===== config.mk =====
export PLATFORM = sky130hd
export DESIGN_NAME = integer_to_ascii_radix_core_flat
export DESIGN_NICKNAME = d
export VERILOG_FILES = /design/src/rtl/core/i2a_pkg.sv /design/src/rtl/core/i2a_if.sv /design/src/rtl/core/i2a_pipe.sv /design/src/rtl/core/i2a_emit.sv /design/src/rtl/core/integer_to_ascii_radix_core.sv /design/src/flat_wrapper.sv
export SDC_FILE = /design/constraint.sdc
export NUM_CORES = 2
export LEC_CHECK = 0
export BUFFER_PORTS_ARGS = -buffer_cell sky130_fd_sc_hd__buf_2
export CORE_UTILIZATION = 45
export DETAILED_ROUTE_END_ITERATION = 10
export RECOVER_POWER = 25
export SYNTH_ARGS = -nofsm -noshare
export SYNTH_HDL_FRONTEND = slang
export SYNTH_SLANG_ARGS = --single-unit

===== constraint.sdc =====
create_clock -name clk -period 29.5 [get_ports clk]
set_input_delay 1.475 -clock clk [delete_from_list [all_inputs] [get_ports clk]]
set_output_delay 1.475 -clock clk [all_outputs]
set_load 0.005 [all_outputs]

===== src/rtl/core/i2a_pkg.sv =====
// Package: shared types, constants and helper functions for the integer-to-ASCII core.
`default_nettype none
package i2a_pkg;

  localparam int unsigned ValueW  = 64;
  localparam int unsigned KindW   = 2;
  localparam int unsigned CharW   = 8;
  localparam int unsigned LenW    = 5;
  localparam int unsigned MaxChars = 22;
  localparam int unsigned BcdDigits = 20;
  localparam int unsigned BcdW    = 4 * BcdDigits;
  localparam int unsigned StepsPerStage = 8;
  localparam int unsigned DabbleStages = ValueW / StepsPerStage;

  typedef enum logic [KindW-1:0] {
    KIND_HEX = 2'd0,
    KIND_OCT = 2'd1,
    KIND_UDEC = 2'd2,
    KIND_SDEC = 2'd3
  } kind_t;

  localparam logic [CharW-1:0] CharZero  = 8'h30;
  localparam logic [CharW-1:0] CharAlpha = 8'h57;  // 'a' - 10
  localparam logic [CharW-1:0] CharMinus = 8'h2d;

  typedef logic [MaxChars-1:0][3:0] digits_t;

  // Converted item handed from the pipeline to the serializer.
  typedef struct packed {
    digits_t             digits;
    logic [LenW-1:0]     ndig;
    logic                neg;
    logic [LenW-1:0]     len;
  } fmt_t;

  // One shift-and-add-3 step: adjust each BCD digit, then shift in one bit.
  function automatic logic [BcdW-1:0] dabble_step(input logic [BcdW-1:0] bcd,
                                                  input logic bit_in);
    logic [BcdW-1:0] adj;
    adj = bcd;
    for (int d = 0; d < BcdDigits; d++) begin
      if (bcd[4*d +: 4] >= 4'd5) adj[4*d +: 4] = bcd[4*d +: 4] + 4'd3;
    end
    return {adj[BcdW-2:0], bit_in};
  endfunction

  function automatic logic [CharW-1:0] digit_char(input logic [3:0] d);
    if (d < 4'd10) return CharZero + {4'd0, d};
    return CharAlpha + {4'd0, d};
  endfunction

endpackage
`default_nettype wire


===== src/rtl/core/i2a_if.sv =====
// Interfaces: request and response word channels.
`default_nettype none
interface i2a_req_if;
  logic                         valid;
  logic                         ready;
  logic [i2a_pkg::KindW-1:0]    kind;
  logic [i2a_pkg::ValueW-1:0]   value;
  modport source (output valid, kind, value, input ready);
  modport sink   (input valid, kind, value, output ready);
endinterface

interface i2a_rsp_if;
  logic                         valid;
  logic                         ready;
  logic [i2a_pkg::CharW-1:0]    character;
  logic                         last;
  logic [i2a_pkg::LenW-1:0]     length;
  modport source (output valid, character, last, length, input ready);
  modport sink   (input valid, character, last, length, output ready);
endinterface
`default_nettype wire


===== src/rtl/core/i2a_pipe.sv =====
// Conversion pipeline: magnitude stage, eight double-dabble stages, digit format stage.
`default_nettype none
module i2a_pipe (
  input  wire logic                       clk,
  input  wire logic                       rst,
  input  wire logic                       in_valid,
  output logic                            in_ready,
  input  wire logic [i2a_pkg::KindW-1:0]  in_kind,
  input  wire logic [i2a_pkg::ValueW-1:0] in_value,
  output logic                            out_valid,
  input  wire logic                       out_ready,
  output i2a_pkg::fmt_t                   out_fmt
);
  import i2a_pkg::*;

  logic advance;

  // stage 0
  logic              v0;
  kind_t             kind0;
  logic              neg0;
  logic [ValueW-1:0] raw0;

  // dabble stages
  logic [DabbleStages-1:0]             vd;
  kind_t                               kindd [DabbleStages];
  logic                                negd  [DabbleStages];
  logic [ValueW-1:0]                   rawd  [DabbleStages];
  logic [BcdW-1:0]                     bcdd  [DabbleStages];

  // format stage
  logic  v9;
  fmt_t  fmt9;

  assign advance  = !v9 || out_ready;
  assign in_ready = advance;

  always_ff @(posedge clk) begin
    if (rst) begin
      v0 <= 1'b0;
    end else if (advance) begin
      v0 <= in_valid;
    end
    if (advance) begin
      kind0 <= kind_t'(in_kind);
      neg0  <= (kind_t'(in_kind) == KIND_SDEC) && in_value[ValueW-1];
      raw0  <= ((kind_t'(in_kind) == KIND_SDEC) && in_value[ValueW-1]) ?
               (~in_value + 64'd1) : in_value;
    end
  end

  for (genvar s = 0; s < DabbleStages; s++) begin : g_dab
    logic              vin;
    kind_t             kin;
    logic              nin;
    logic [ValueW-1:0] rin;
    logic [BcdW-1:0]   bin;
    logic [BcdW-1:0]   bout;

    if (s == 0) begin : g_first
      assign vin = v0;
      assign kin = kind0;
      assign nin = neg0;
      assign rin = raw0;
      assign bin = '0;
    end else begin : g_rest
      assign vin = vd[s-1];
      assign kin = kindd[s-1];
      assign nin = negd[s-1];
      assign rin = rawd[s-1];
      assign bin = bcdd[s-1];
    end

    always_comb begin
      bout = bin;
      for (int k = 0; k < StepsPerStage; k++) begin
        bout = dabble_step(bout, rin[ValueW-1-(s*StepsPerStage)-k]);
      end
    end

    always_ff @(posedge clk) begin
      if (rst) begin
        vd[s] <= 1'b0;
      end else if (advance) begin
        vd[s] <= vin;
      end
      if (advance) begin
        kindd[s] <= kin;
        negd[s]  <= nin;
        rawd[s]  <= rin;
        bcdd[s]  <= bout;
      end
    end
  end

  // digit select and leading-digit count
  kind_t             kf;
  logic [ValueW-1:0] rf;
  logic [BcdW-1:0]   bf;
  logic [ValueW+1:0] oct_ext;
  digits_t           dig;
  logic [LenW-1:0]   nd;

  assign kf      = kindd[DabbleStages-1];
  assign rf      = rawd[DabbleStages-1];
  assign bf      = bcdd[DabbleStages-1];
  assign oct_ext = {2'b00, rf};

  always_comb begin
    dig = '0;
    unique case (kf)
      KIND_HEX: for (int j = 0; j < 16; j++) dig[j] = rf[4*j +: 4];
      KIND_OCT: for (int j = 0; j < MaxChars; j++) dig[j] = {1'b0, oct_ext[3*j +: 3]};
      default:  for (int j = 0; j < BcdDigits; j++) dig[j] = bf[4*j +: 4];
    endcase
    nd = 5'd1;
    for (int j = 0; j < MaxChars; j++) begin
      if (dig[j] != 4'd0) nd = LenW'(j + 1);
    end
  end

  always_ff @(posedge clk) begin
    if (rst) begin
      v9 <= 1'b0;
    end else if (advance) begin
      v9 <= vd[DabbleStages-1];
    end
    if (advance) begin
      fmt9.digits <= dig;
      fmt9.ndig   <= nd;
      fmt9.neg    <= negd[DabbleStages-1];
      fmt9.len    <= nd + {{(LenW-1){1'b0}}, negd[DabbleStages-1]};
    end
  end

  assign out_valid = v9;
  assign out_fmt   = fmt9;
endmodule
`default_nettype wire


===== src/rtl/core/i2a_emit.sv =====
// Character serializer with registered output word.
`default_nettype none
module i2a_emit (
  input  wire logic               clk,
  input  wire logic               rst,
  input  wire logic               in_valid,
  output logic                    in_ready,
  input  wire i2a_pkg::fmt_t      in_fmt,
  i2a_rsp_if.source               rsp
);
  import i2a_pkg::*;

  logic            busy;
  fmt_t            cur;
  logic [LenW-1:0] pos;
  logic            out_free;
  logic            at_last;
  logic [LenW-1:0] didx;
  logic [CharW-1:0] ch;

  assign out_free = !rsp.valid || rsp.ready;
  assign at_last  = (pos == cur.len - 5'd1);
  assign in_ready = !busy || (out_free && at_last);

  // most significant digit first, after an optional minus sign
  assign didx = cur.ndig - 5'd1 - (pos - {{(LenW-1){1'b0}}, cur.neg});

  always_comb begin
    if (cur.neg && pos == '0) ch = CharMinus;
    else ch = digit_char(cur.digits[didx]);
  end

  always_ff @(posedge clk) begin
    if (rst) begin
      busy      <= 1'b0;
      rsp.valid <= 1'b0;
    end else begin
      if (out_free) rsp.valid <= busy;
      if (in_valid && in_ready) busy <= 1'b1;
      else if (busy && out_free && at_last) busy <= 1'b0;
    end
    if (out_free && busy) begin
      rsp.character <= ch;
      rsp.last      <= at_last;
      rsp.length    <= cur.len;
    end
    if (in_valid && in_ready) begin
      cur <= in_fmt;
      pos <= '0;
    end else if (out_free && busy) begin
      pos <= pos + 5'd1;
    end
  end
endmodule
`default_nettype wire


===== src/rtl/core/integer_to_ascii_radix_core.sv =====
// Top level: 64-bit integer to ASCII text in hex, octal or decimal.
//
//  channel | dir | word
//  req     | in  | kind[1:0], value[63:0]
//  rsp     | out | character[7:0], last, length[4:0]
//
// Ten register stages (magnitude, eight double-dabble stages of eight bits each,
// digit format) feed a serializer that sends one character per cycle while rsp
// is ready; it takes the next item as the last character of the current one goes
// out, for lengths of 1 to 22. A stall on rsp halts the pipeline when its last
// stage is full; nothing is lost or repeated.
// Reset (rst, synchronous) clears all valid bits; payload is not reset.
`default_nettype none
module integer_to_ascii_radix_core (
  input  wire logic clk,
  input  wire logic rst,
  i2a_req_if.sink   req,
  i2a_rsp_if.source rsp
);
  import i2a_pkg::*;

  logic p_valid;
  logic p_ready;
  fmt_t p_fmt;

  i2a_pipe u_pipe (
    .clk      (clk),
    .rst      (rst),
    .in_valid (req.valid),
    .in_ready (req.ready),
    .in_kind  (req.kind),
    .in_value (req.value),
    .out_valid(p_valid),
    .out_ready(p_ready),
    .out_fmt  (p_fmt)
  );

  i2a_emit u_emit (
    .clk     (clk),
    .rst     (rst),
    .in_valid(p_valid),
    .in_ready(p_ready),
    .in_fmt  (p_fmt),
    .rsp     (rsp)
  );
endmodule
`default_nettype wire


===== src/flat_wrapper.sv =====
// flat-port wrapper written by rule: the top's interface ports become plain ports
module integer_to_ascii_radix_core_flat import i2a_pkg::*;
  (clk, rst, req_valid, req_kind, req_value, req_ready, rsp_valid, rsp_character, rsp_last, rsp_length, rsp_ready);
  i2a_req_if req_i ();
  i2a_rsp_if rsp_i ();
  input  wire logic clk;
  input  wire logic rst;
  input wire logic [$bits(req_i.valid)-1:0] req_valid;
  input wire logic [$bits(req_i.kind)-1:0] req_kind;
  input wire logic [$bits(req_i.value)-1:0] req_value;
  output wire logic [$bits(req_i.ready)-1:0] req_ready;
  output wire logic [$bits(rsp_i.valid)-1:0] rsp_valid;
  output wire logic [$bits(rsp_i.character)-1:0] rsp_character;
  output wire logic [$bits(rsp_i.last)-1:0] rsp_last;
  output wire logic [$bits(rsp_i.length)-1:0] rsp_length;
  input wire logic [$bits(rsp_i.ready)-1:0] rsp_ready;
  assign req_i.valid = req_valid;
  assign req_i.kind = req_kind;
  assign req_i.value = req_value;
  assign req_ready = req_i.ready;
  assign rsp_valid = rsp_i.valid;
  assign rsp_character = rsp_i.character;
  assign rsp_last = rsp_i.last;
  assign rsp_length = rsp_i.length;
  assign rsp_i.ready = rsp_ready;
  integer_to_ascii_radix_core u_core (.clk(clk), .rst(rst), .req(req_i), .rsp(rsp_i));
endmodule

==> After elaboration in Yosys (flattened, before gate mapping) <==
Memory sizes are Yosys's and may differ from the RTL's.
Cells that the tools add are included.
W data, S select, Z words.
{ "totals": {"ff_bits": 296, "latchBits": 0, "ramBits": 1176, "romBits": 0, "in_bits": 70, "out_inout_bits": 16, "elab_cells": 3603, "mem_count": 4} }
{ "op_classes": {"add_sub_neg": 1157, "mul": 0, "div": 0, "magnitude_cmp": 1150, "n_eq_ne": 3, "n_shift": 0, "mux": 1183, "bitwise": 1, "n_reduce_logical": 36} }
{ "mem_list": {"columns": ["memory", "depth", "width", "rd", "rd_clocked_by_memory_dff", "wr", "line_no", "text"], "rows": [
  ["u_core.u_pipe.bcdd", 8, 80, 8, 0, 8, "i2a_pipe.sv:29", "logic [BcdW-1:0] bcdd [DabbleStages];"],
  ["u_core.u_pipe.rawd", 8, 64, 8, 0, 8, "i2a_pipe.sv:28", "logic [ValueW-1:0] rawd [DabbleStages];"],
  ["u_core.u_pipe.kindd", 8, 2, 8, 0, 8, "i2a_pipe.sv:26", "kind_t kindd [DabbleStages];"],
  ["u_core.u_pipe.negd", 8, 1, 8, 0, 8, "i2a_pipe.sv:27", "logic negd [DabbleStages];"]
]} }
{ "op_table": {"columns": ["op", "n"], "rows": [
  ["$ge A4 B3 Y1 const B", 1141],
  ["$mux W4", 1093],
  ["$add A4 B2 Y4 const B", 1085],
  ["$add A3 B2 Y3 const B", 56],
  ["$mux W3", 56],
  ["$pmux W64 S2", 1],
  ["$mux W5", 21],
  ["$reduce_bool A4 Y1", 21],
  ["$add A64 B1 Y64 const B", 1],
  ["$mux W64", 1],
  ["$not A64 Y64", 1],
  ["$pmux W16 S2", 1],
  ["$add A1 B2 Y3 const B", 7],
  ["$ge A1 B3 Y1 const B", 7],
  ["$bmux W4 S5", 1],
  ["$mux W8", 2],
  ["$sub A5 B1 Y5 const B", 2],
  ["$add A7 B4 Y8 const A", 1],
  ["$add A6 B4 Y7 const A", 1],
  ["$logic_and A1 B1 Y1", 6],
  ["$lt A5 B6 Y1 const B", 1],
  ["$mux W1", 6],
  ["$add A5 B1 Y5", 1],
  ["$add A5 B1 Y5 const B", 1],
  ["12 further kinds", 16]
]} }

==> Depth between registers and ports, before layout <==
An unclocked memory read counts as a cell.
{ "depth": {"ltp_word": 26, "mapped_depth": 39, "depth_no_buf": 39} }

==> By module <==
A second synthesis with hierarchy kept.
{ "hier_totals": {"cells_unflattened": 13806, "hier_area_um2": 118683.8} }
{ "modules_own_cells": {"columns": ["mod", "n_inst", "cells_per_inst", "area_per_inst_um2", "seq_area_each_um2"], "rows": [
  ["i2a_pipe", 1, 13544, 113852.9, 32150.8],
  ["i2a_emit", 1, 262, 4830.9, 3503.4]
]} }

==> Least setup slack after synthesis <==
OpenSTA, ideal clock, no wires.
{ "synth_path": {"path_kind": "input port to flip-flop", "from": "input rsp_ready", "to": "memory u_core.u_pipe.bcdd[0][100] (netlist bit), enable pin", "setup_ns": 7.400, "t_arrival_ns": 19.288, "t_required_ns": 22.100, "slack_ns": 2.812, "stages": 3, "path_buffers": 0, "path_cell_list": "nand2b_1 a21oi_1 nand2_1"} }
{ "synth_lines": {"columns": ["element", "line_no", "text"], "rows": [
  ["start: declaration", "flat_wrapper.sv:16", "input wire logic [$bits(rsp_i.ready)-1:0] rsp_ready;"],
  ["end: declaration", "i2a_pipe.sv:29", null]
]} }

==> results.md <==
- Counting the fill cells in the layout gives 24100.
- In the synthesized netlist the async set-or-reset flop fraction comes to 0%.
- Adding up every negative setup slack in the final design gives 0 ns.
- Max-cap violations in this run came to 0.
- The count of warnings emitted by yosys is 0.
- The fmax is 113 MHz.
- In the synthesized netlist the dominant register cell turns out to be edfxtp_1.
- The setup path with the least slack is of type flip-flop to flip-flop.
- The total of buffers placed on input and output ports is 84.
- After legalization and detailed placement, the total HPWL measured 204000 um.
- Relative to the synthesized area, the layout overhead comes to 6.98%.
- The initial antenna violation count is 7.
- The H-tree depth reported by CTS is 4.
- The utilization after layout is approximately half.
- The worst-path cell with the longest stage delay is o32ai_1.
- Entering global routing, the biggest net connects 190 pins.
- The number of failing hold endpoints at the final stage was 0.
- The clock input transition at the sequential cells of the worst setup and hold paths is roughly 0.060 ns.
- The starting density of the core is 45.2%.
- The worst path arrival time is 9.42 ns.
- At the later pin of the worst-skew pair, clock insertion delay measures about 0.8 ns.
- The standard-cell row count is 187.
- The endpoint type of the worst setup path is a flip-flop.
- The chip width is 513 um.
- The first global-routing pass estimated 446000 um of wire.
- The remaining antenna violation count after routing is 0.
- The number of buffers between clock root and the deepest sink is 3.
- The flip-flop and latch count after synthesis is 1189.
- Pin placement for this block handled 86 I/O pins.
- The combined area of the multi-input logic cells is 0.0772 sq mm.
- The pre-antenna-repair detailed-routing pass consisted of 7 iterations.
- Summing every instance area after synthesis gives 0.117 sq mm.
- The count of unique library cells instantiated by Yosys is 153.
- The residual overflow from global routing is 0.
- The type of the most critical hold path is flip-flop to flip-flop.
- The ratio of cells with drive above 1 in the final layout is 9.06%.
- Post-CTS timing repair inserted 0 buffers for setup.
- After detailed routing, the average wire length per cell comes to between 15 and 20 um.
- The number of buffers added to fix hold violations after cts is 0.
- The cell taking the most area after synthesis is edfxtp_1.
- The measured slew at the worst slew-check pin is approximately 1.3 ns.
- The die covers 0.263 sq mm.
- Data on the critical path is required at its endpoint by around 30 ns.
- The tree built by TritonCTS fans out to roughly 1200 sinks.
- After detailed routing, the number of remaining DRC violations is 0.
- The flow ran to the end, and the final reports show no timing, DRC or antenna violations.
- The sequential area share after synthesis is 30.3%.
- Setup repair after global routing left no endpoint under its margin.
- The library cell with the highest instance count after synthesis is edfxtp_1.
- The net count after synthesis is 14300.
- The floorplan die height is between 500 and 600 um.
- Routability-driven placement finished with a final weighted congestion of 0.873.
- The number of global-route vias before repair is roughly 96000.
- Setup violations remaining at the end of the flow were counted as 0.
- Detailed routing inserted a total of between 100k and 150k vias.
- The time the worst path needs with I/O delays and setup is 8.87 ns.
- The global routing usage summed across all routing layers is 19.4%.
- The category of the worst setup path launch point is a flip-flop.
- Dividing the final minimum period by the clock period gives 30.1%.
- Yosys attributes the largest share of cell area to edfxtp_1, ha_1, a21oi_1.
- The number of enable flip-flop cells after synthesis is 1172.
- After detailed routing, the number of vias per cell comes to 6.04.
- The violation count after the first detailed-route iteration is between 6000 and 7000.
- The largest fanout of any net on the critical path is 15.
- Summed over its instances, the top area cell type makes up 30.0% of the synthesized netlist area.
- The number of pins with negative max-slew slack in the final report is 0.
- The region available for standard cell placement spans approximately 0.26 sq mm.
- The TritonCTS clock tree is yes.
- The worst pin sits at a relative slew slack of 11.6%.
- In the final layout, flip-flops and latches occupy between 0.03 and 0.04 sq mm.
- Clock skew on the completed layout was measured at approximately 0.065 ns.
- Clock tree synthesis inserted a total of 138 buffers.
- The net count reported at finish is 14200.
- The total routed wirelength is 269000 um.
- The maximum single-stage delay on the critical path is 1.06 ns.
- The number of cells upsized or downsized after cts is 0.
- By count the netlist is led by edfxtp_1, nand2_1, nor2_1.
- The post-synthesis instance total is 13700.
- A synthesized cell averages 8.58 sq um.
- Clock tree synthesis selected as its root buffer the cell clkbuf_16.
==> worst max-delay path: cells and delay by family (launching register included) <==
family / cells / cell delay [ns]
AO/OA/AOI/OAI: 12 / 3.55
XOR/XNOR: 3 / 1.13
adder cells (fa/ha/maj): 5 / 1.35
buffers and inverters: 4 / 0.57
flip-flops: 1 / 0.41
multiplexers: 1 / 0.31
AND/OR/NAND/NOR: 7 / 1.31
==> cells by family (layout without fill, tap and decap cells) <==
group	after synthesis	in the layout	share of synthesized area, %
AOI/OAI and AO/OA	5008	5008	29.5
other	2	4	0.00640
adders and majority gates	612	612	6.44
and+or+nand+nor	4280	4280	17.8
DFF	1189	1189	30.3
muxes	747	747	6.99
xor gates and xnor gates	609	609	5.03
buffers and inverters	1223	1234	4.00
==> area by class of cell <==
class	count	area share, %
Multi-Input combinational cell	11300	61.5
Sequential cell	1189	28.3
Tap cell	3402	3.39
Clock buffer	155	2.84
Inverter	866	2.59
Clock inverter	90	0.823
Timing Repair Buffer	123	0.598
Antenna cell	2	0.00399
==> final timing paths <==
check	start	endpoint	slack [ns]	depth (start not counted)
worst min register to register	u_core.u_pipe.rawd[0][35]$_DFFE_PP_	u_core.u_pipe.rawd[0][99]$_DFFE_PP_	0.40	0
worst max register to register	u_core.u_pipe.bcdd[1][29]$_DFFE_PP_	u_core.u_pipe.bcdd[1][120]$_DFFE_PP_	20.63	32
worst min-delay path	u_core.u_pipe.rawd[0][35]$_DFFE_PP_	u_core.u_pipe.rawd[0][99]$_DFFE_PP_	0.40	0
worst max-delay path	u_core.u_pipe.bcdd[1][29]$_DFFE_PP_	u_core.u_pipe.bcdd[1][120]$_DFFE_PP_	20.63	32
==> state kept, by name (all words and copies together) (netlist names), 2 cells and up <==
name / flops
u_core.u_pipe.out_fmt: 95
u_core.u_pipe.rawd: 512
u_core.u_pipe.g_dab.kin: 2
u_core.u_emit.rsp.character: 7
u_core.u_emit.rsp.length: 5
u_core.u_emit.pos: 5
u_core.u_emit.cur: 95
u_core.u_pipe.kindd: 16
u_core.u_pipe.negd: 8
u_core.u_pipe.bcdd: 366
u_core.u_pipe.g_dab.rin: 64
u_core.u_pipe.g_dab.vin: 8
==> per-stage QoR <==
step	instance area, sq um	setup slack [ns]	instances	hold slack, ns
after floorplan	117000	2.81	13700	0.400
after global placement	121000	20.96	16800	0.401
after detailed placement	121000	20.82	16800	0.405
after CTS	126000	20.81	17100	0.403
after global routing	126000	20.00	17100	0.410
final	126000	20.63	17100	0.404
==> layout by cell type, fill, tap and decap left out, types with 79 or more instances in the layout <==
master        n
a211o_1     110
and3_1      101
inv_1       751
nand3_1     344
a22oi_1     109
a21o_1      225
o21ai_0     760
o21bai_1     99
mux2i_1     450
nand2b_1    237
mux2_2      242
a31oi_1     233
nor2_1     1079
o211ai_1    258
nor3b_1     108
o22ai_1     138
or3_1       133
and2_1      209
o21ai_1     300
edfxtp_1   1172
o31ai_1     100
o21a_1      144
buf_2        84
xor2_1      151
or2_2        95
a21oi_1    1037
ha_1        563
nor2b_1     116
a211oi_1    263
clkbuf_16   140
inv_2       106
nor3_1      390
a31o_2       79
nand2_1    1097
xnor2_1     394
==> routing by layer <==
metal  GRT usage (%)  share of wire (%)  vias to the layer above
li1                -                  -                    52200
met1            25.2                 46                    48900
met5               0                  0                        -
met2            34.4                 48                     1853
met4            4.24                1.7                        0
met3            2.13                3.9                      294
Power is not shown: default switching activity piles up to over one toggle a cycle in this logic, so the estimate is an artifact.
